<file path="src/assert_macros.svh">
// Assertion macros used by the clustering unit RTL.
`ifndef ASSERT_MACROS_SVH
`define ASSERT_MACROS_SVH

// The property must hold at every clock edge outside reset.
`define ASSERT_ALWAYS(label, clk, rst, prop) \
   label: assert property (@(posedge clk) disable iff (rst) (prop)) \
      else $error("assertion failed");

// Whenever the condition holds, the consequence holds in the same cycle.
`define ASSERT_IMPLIES(label, clk, rst, pre, post) \
   label: assert property (@(posedge clk) disable iff (rst) (pre) |-> (post)) \
      else $error("assertion failed");

`endif

</file>
<file path="src/dpc_pkg.sv">
`timescale 1ns / 1ps
`default_nettype none
package dpc_pkg;

   localparam int MAX_POINTS = 1024;
   localparam int COORD_BITS = 16;
   localparam int PT_AW      = $clog2(MAX_POINTS);
   localparam int CNT_W      = PT_AW + 1;
   localparam int PT_W       = 3 * COORD_BITS;
   localparam int EPS_W      = 36;
   localparam int MINPTS_W   = 11;
   localparam int CMP_W      = (CNT_W > MINPTS_W) ? CNT_W : MINPTS_W;
   localparam int SQ_W       = 2 * COORD_BITS + 2;
   localparam int DIST_W     = (SQ_W > EPS_W) ? SQ_W : EPS_W;

   localparam logic REG_EPS    = 1'b0;
   localparam logic REG_MINPTS = 1'b1;

   typedef enum logic [1:0] {
      CMD_CLEAR = 2'd0,
      CMD_LOAD  = 2'd1,
      CMD_RUN   = 2'd2,
      CMD_READ  = 2'd3
   } cmd_type;

   typedef enum logic {
      SCAN_COUNT = 1'b0,
      SCAN_ENQ   = 1'b1
   } scan_mode_type;

   typedef enum logic [4:0] {
      ST_IDLE,
      ST_CLR,
      ST_OUTER,
      ST_OCHK,
      ST_OCORE,
      ST_QCLR,
      ST_DEQ,
      ST_DQ1,
      ST_DQ2,
      ST_DQCORE,
      ST_SCAN_A,
      ST_SCAN_B,
      ST_SCAN_W,
      ST_FIN,
      ST_RDLBL,
      ST_DONE
   } state_type;

endpackage
`default_nettype wire

</file>
<file path="src/dpc_dist.sv">
`timescale 1ns / 1ps
`default_nettype none
module dpc_dist import dpc_pkg::*; (
   input  wire logic             clock,
   input  wire logic             reset,
   input  wire logic             start,
   input  wire logic [PT_W-1:0]  pt_a,
   input  wire logic [PT_W-1:0]  pt_b,
   input  wire logic [EPS_W-1:0] eps,
   output logic                  done,
   output logic                  near
);

   logic                  busy_ff, busy_in;
   logic [2:0]            cnt_ff, cnt_in;
   logic [PT_W-1:0]       b_ff, b_in;
   logic [SQ_W-1:0]       prod_ff, prod_in;
   logic [SQ_W-1:0]       acc_ff, acc_in;
   logic [COORD_BITS-1:0] a_k, b_k;
   logic signed [COORD_BITS:0] diff;
   logic signed [SQ_W-1:0] sq;

   always_comb begin
      unique case (cnt_ff)
         3'd0: begin
            a_k = pt_a[COORD_BITS-1:0];
            b_k = b_ff[COORD_BITS-1:0];
         end
         3'd1: begin
            a_k = pt_a[2*COORD_BITS-1:COORD_BITS];
            b_k = b_ff[2*COORD_BITS-1:COORD_BITS];
         end
         default: begin
            a_k = pt_a[3*COORD_BITS-1:2*COORD_BITS];
            b_k = b_ff[3*COORD_BITS-1:2*COORD_BITS];
         end
      endcase
      diff = $signed({a_k[COORD_BITS-1], a_k}) - $signed({b_k[COORD_BITS-1], b_k});
      sq   = SQ_W'(diff) * SQ_W'(diff);
   end

   always_comb begin
      busy_in = busy_ff;
      cnt_in  = cnt_ff;
      b_in    = b_ff;
      prod_in = prod_ff;
      acc_in  = acc_ff;
      if (start) begin
         busy_in = 1'b1;
         cnt_in  = 3'd0;
         b_in    = pt_b;
         acc_in  = '0;
      end else if (busy_ff) begin
         if (cnt_ff <= 3'd2) begin
            prod_in = $unsigned(sq);
         end
         if (cnt_ff >= 3'd1 && cnt_ff <= 3'd3) begin
            acc_in = acc_ff + prod_ff;
         end
         if (cnt_ff == 3'd4) begin
            busy_in = 1'b0;
         end else begin
            cnt_in = cnt_ff + 3'd1;
         end
      end
   end

   assign done = busy_ff && (cnt_ff == 3'd4);
   assign near = DIST_W'(acc_ff) <= DIST_W'(eps);

   always_ff @(posedge clock) begin
      if (reset) begin
         busy_ff <= 1'b0;
         cnt_ff  <= 3'd0;
      end else begin
         busy_ff <= busy_in;
         cnt_ff  <= cnt_in;
      end
   end

   always_ff @(posedge clock) begin
      b_ff    <= b_in;
      prod_ff <= prod_in;
      acc_ff  <= acc_in;
   end

endmodule
`default_nettype wire

</file>
<file path="config.mk">
export PLATFORM = sky130hd
export DESIGN_NAME = dpc_dist
export DESIGN_NICKNAME = d
export VERILOG_FILES = /design/src/assert_macros.svh /design/src/dpc_pkg.sv /design/src/dpc_dist.sv
export SDC_FILE = /design/constraint.sdc
export NUM_CORES = 1
export LEC_CHECK = 0
export BUFFER_PORTS_ARGS = -buffer_cell sky130_fd_sc_hd__buf_2
export CORE_MARGIN = 5
export CORE_UTILIZATION = 58
export CTS_BUF_LIST = sky130_fd_sc_hd__clkbuf_8
export DETAILED_ROUTE_END_ITERATION = 8
export PLACE_DENSITY_LB_ADDON = 0.25
export SYNTH_ARGS = -nofsm -noshare
export SYNTH_HDL_FRONTEND = slang
export SYNTH_SLANG_ARGS = --single-unit
</file>
<file path="constraint.sdc">
create_clock -name clock -period 9.49 [get_ports clock]
set_clock_uncertainty 0.15 [all_clocks]
set_input_delay 0.949 -clock clock [delete_from_list [all_inputs] [get_ports clock]]
set_output_delay 0.949 -clock clock [all_outputs]
set_load 0.005 [all_outputs]
</file>
==> results_dict.tcl, run 1 <==
set metrics [dict create \
    clock_latency_ns 0.45 \
    grt_max_degree 48 \
    syn_area_per_cell_um2 9.389 \
    min_period_over_period_pct 95.40 \
    cp.required_ns 9.56 \
    track_usage_pct 24.96 \
    dieArea_um2 33510 \
    drv_cap 0 \
    fin_crit_ns 9.054 \
    fill_cells 2335 \
    yosysTopAreaCell "fa_1" \
    worstPathArrival_ns 9.13 \
    start_util_pct 58.61 \
    diodes 0 \
    antenna_found_initial 0 \
    yosys_register_bits 119 \
    routed_wl_mm 40.90 \
    path_clk_slew_ns 0.09 \
    grt_pass1_wl_mm 68.12 \
    fin_area_um2 19660 \
    grt_overflow 0 \
    cts_inserted_buffers 17 \
    drc 0 \
    status "finished, final reports clean" \
    critPathMostFrequentCell "fa_1" \
    r2r_start "cnt_ff[0]" \
    max_freq_mhz 110.5 \
    coreArea_um2 29640 \
    cpMaxStageDelayCell "fa_1" \
    vias 13245 \
    ys_seq_area_share_pct 18.38 \
    wire_per_inst_um 16.85 \
    synth_area_leaders "fa_1, edfxtp_1, ha_1, inv_1, dfxtp_1" \
    layout.cells.non_filler 2427 \
    start_kind "flop" \
    die_y_um 183.1 \
    hold_buffers 0 \
    ys_async_sr_fraction_pct 0 \
    cts_sinks 119 \
    final_common_cell "inv_1" \
    cts_buffer_depth 2 \
    syn-num-nets 2428 \
    hold_class "flop to flop" \
    area_delta_synth_final_pct 13.20 \
    rows 63 \
    ys.flop_type "edfxtp_1" \
    die_w_um 183.1 \
    yosys_warnings 0 \
    worst_slew_pin_slew_ns 0.6921 \
    htreeDepth 4 \
    vias_per_cell 5.457 \
    startpoint "cnt_ff[0]" \
    cp-end-kind "flop" \
    postPlaceCellArea_um2 18700 \
    yosysUniqueCellTypes 87 \
    cts_tree "yes" \
    drive_above_1_share_pct 16.69 \
    netlist_instances 1850 \
    ant_nets 0 \
    grt_pass1_vias 14024 \
    portBuffers 136 \
    hold_start "acc_ff[22]" \
    final_cell_mix "inv_1, fa_1, nand2_1, ha_1, buf_2" \
    place_congestion 0.9314 \
    first_pass_iters 5 \
    maxSlewHeadroom_pct 53.25 \
    finalSetupTns_ns 0 \
    path_class "flop to flop" \
    drt_iter0_drc 777 \
    path_max_fanout 24 \
    final_nets 2602 \
    max_stage_delay_ns 0.55 \
    synth.top_cell.area_share_pct 31.23 \
    drv_slew 0 \
    place_hpwl_mm 33.45 \
    synth-edff-count 81 \
    setup_viol 0 \
    io_pins 137 \
    hold_viol_final 0 \
    syn-cell-area_um2 17370 \
    clock-root-buffer "clkbuf_8" \
    dp.cells 2372 \
]
==> repair_timing <==
item	CTS	global route
pin swaps	0	27
setup buffers	0	23
endpoints found under the hold margin	0	0
gates resized for setup	4	78
setup endpoints to repair	4	13
==> worst max-delay path: cells and delay by family (launching register included) <==
family,cells,cell delay (ns)
AND/OR/NAND/NOR,8,1.46
buffers and inverters,6,0.55
AO/OA/AOI/OAI,11,2.29
adder cells (fa/ha/maj),9,3.96
flip-flops,1,0.40
==> stage by stage <==
stage	worst slack [ns]	hold slack (ns)	utilization (%)
finish	0.4365	0.3423	66.34
global placement	0.1387	0.3149	63.10
floorplan	0.005899	0.3003	-
detailed placement	-0.02736	0.3318	63.10
global route	-0.04303	0.3608	66.34
CTS	0.003794	0.3459	64.53
==> cells in the mapped netlist, types with 22 or more instances <==
cell type and n:
edfxtp_1 81, fa_1 271, xnor2_1 53, clkbuf_1 42
o21ai_0 35, nor3_1 22, dfxtp_1 38, nand2_1 163
a21o_1 32, nor2_1 139, inv_1 392, and3_1 24
a21oi_1 99, ha_1 172
==> layout make-up <==
| type | instances | area (µm²) | share of cell area, % |
|---|---|---|---|
| timing repair buffer | 207 | 1284 | 6.529 |
| multi-input combinational | 1277 | 12770 | 64.95 |
| clock buffer | 19 | 261.5 | 1.330 |
| inverter | 402 | 1518 | 7.719 |
| clock inverter | 13 | 141.4 | 0.7191 |
| tap | 390 | 488.0 | 2.482 |
| sequential | 119 | 3199 | 16.27 |
==> registers in the layout (all words and copies together) (netlist names) <==
register and flops:
b_ff 48, prod_ff 33, acc_ff 34, busy_ff 1, cnt_ff 3
==> final timing paths <==
kind | slack, ns | end | cells past startpoint
setup / recovery | 0.44 | prod_ff[30] | 34
hold reg to reg | 0.34 | acc_ff[22] | 2
hold / removal | 0.34 | acc_ff[22] | 2
setup reg to reg | 0.44 | prod_ff[30] | 34
==> cell families (layout without fill, tap and decap cells) <==
logic type	count (synthesis)	after routing	share of synthesized area (%)
XOR/XNOR	71	71	3.623
multiplexers	2	2	0.1512
AND/OR/NAND/NOR	451	451	11.96
flip-flops	119	119	18.38
AO/OA/AOI/OAI	310	310	12.27
buffers and inverters	454	641	9.991
adder cells (fa/ha/maj)	443	443	43.62
==> routing by layer <==
layer | track usage, % | wire, µm
met5 | 0 | 0
met4 | 6.704 | 1022
met3 | 4.006 | 2367
met2 | 43.00 | 19790
met1 | 33.13 | 17730
Power of run 1 is not shown: default switching activity piles up to over one toggle a cycle in this logic, so the estimate is an artifact.
==> run 2, diff against run 1 <==
- CORE_UTILIZATION: 58 -> 64
- MAX_ROUTING_LAYER: not set -> met4
- clock period: 9.49 -> 9.4 ns (I/O delays scaled with it)
==> run 2 against run 1 <==
Effect of this change:
- final cell count is 1.7% lower
- non-clock buffer count up 7
- hold slack about the same
- via count increased by 0.83%
- critical path depth up 3
- maximum frequency is 1.2% lower
- first-iteration DRC count up 21%
- largest cell class unchanged
==> results_dict.tcl, run 2 (same netlist as run 1, synthesis figures left out) <==
set metrics [dict create \
    wire_per_inst_um 17.56 \
    fill_cells 2032 \
    finish.utilization_pct 72.99 \
    layout.cells.non_filler 2385 \
    cts_sinks 119 \
    ant_nets 0 \
    final_common_cell "inv_1" \
    cpMaxStageDelayCell "fa_2" \
    path_max_fanout 10 \
    clock_latency_ns 0.48 \
    top_regs "b_ff: 48 flops, acc_ff: 34 flops, prod_ff: 33 flops" \
    final_nets 2609 \
    max_freq_mhz 109.1 \
    path_clk_slew_ns 0.09 \
    startpoint "cnt_ff[1]" \
    hold_buffers 0 \
    cts_buffer_depth 2 \
    routed_wl_mm 41.88 \
    fin_crit_ns 9.167 \
    drv_cap 0 \
    regMostFlops "b_ff" \
    start_kind "flop" \
    grt_pass1_wl_mm 71.21 \
    cp_num_buf_inv 8 \
    cpLargestDelayFamily "adder cells" \
    hold_start "acc_ff[24]" \
    vias_per_cell 5.600 \
    largest_reg_flops 48 \
    clock-root-buffer "clkbuf_8" \
    path_class "flop to flop" \
    grt_max_degree 49 \
    r2r_start "cnt_ff[1]" \
    htreeDepth 4 \
    grt_overflow 0 \
    place_congestion 0.9522 \
    rows 60 \
    dieArea_um2 30540 \
    hold_viol_final 0 \
    cts_inserted_buffers 17 \
    cts_tree "yes" \
    coreArea_um2 26880 \
    status "finished, final reports clean" \
    antenna_found_initial 0 \
    worst_slew_pin_slew_ns 0.6397 \
    drive_above_1_share_pct 17.27 \
    min_period_over_period_pct 97.52 \
    track_usage_pct 29.63 \
    worst_hold_slack_ns 0.3422 \
    worstPathArrival_ns 9.23 \
    critPathMostFrequentCell "buf_4" \
    vias 13355 \
    area_delta_synth_final_pct 12.93 \
    cp.required_ns 9.46 \
    die_w_um 174.7 \
    io_pins 137 \
    place_hpwl_mm 34.50 \
    final_cell_mix "inv_1, fa_1, ha_1, nand2_1, buf_2" \
    die_y_um 174.7 \
    first_pass_iters 5 \
    maxSlewHeadroom_pct 57.36 \
    drt_iter0_drc 941 \
    max_stage_delay_ns 0.59 \
    cp-end-kind "flop" \
    start_util_pct 64.63 \
    drv_slew 0 \
    diodes 0 \
    hold_class "flop to flop" \
    dp.cells 2339 \
    drc 0 \
    grt_pass1_vias 14495 \
    portBuffers 136 \
    setup_viol 0 \
]
-- run 2: cell types whose count changed in the layout (fill, tap and decap cells not counted), moves of 4 or more --
cell      before  now
inv_4          5    1
inv_8          0    5
ha_4           7    2
ha_1         158  166
buf_4         62   74
a221oi_2       3    7
-- run 2: tightest hold or removal path, cell delays in order (launching register included) --
cell	delay [ns]
dfxtp_1	0.34
nand2_1	0.06
a21oi_1	0.05
-- run 2: per-layer routing --
metal  track usage (%)  vias to the layer above  routed length (µm)
li1                  -                     6356                   -
met1             38.11                     6462               18060
met2             49.50                      466               20360
met3             4.890                       71                2456
met4             7.692                        0                 999
met5                 -                        -                   0
-- run 2: what timing repair did --
item,in CTS,in global routing
buffers inserted,3,11
resized for setup,13,68
endpoints found under the setup margin,6,14
pin swaps,6,22
-- run 2: worst paths after layout --
kind	to	slack, ns	depth (start not counted)
max	prod_ff[24]	0.23	37
min	acc_ff[24]	0.34	2
max reg2reg	prod_ff[24]	0.23	37
min reg2reg	acc_ff[24]	0.34	2
-- run 2: through the flow --
step                      setup slack (ns)  cell area [µm²]   TNS, ns
final                               0.2329            19620         0
after global routing              -0.07119            19620   -0.1739
after CTS                         -0.01049            19260  -0.01049
after detailed placement           -0.1513            18780   -0.4547
after global placement             0.04968            18780         0
after floorplan                   -0.01124            17380  -0.01124
-- run 2: area by class of cell --
| class | count | area (µm²) | share of cell area, % |
|---|---|---|---|
| well taps | 341 | 426.7 | 2.175 |
| inverters | 402 | 1524 | 7.769 |
| flip-flops and latches | 119 | 3196 | 16.29 |
| clock buffers | 17 | 234.0 | 1.193 |
| multi-input cells | 1277 | 12750 | 65.01 |
| repair buffers | 214 | 1305 | 6.653 |
| clock inverters | 15 | 178.9 | 0.9121 |
Power of run 2 is left out for the same reason.
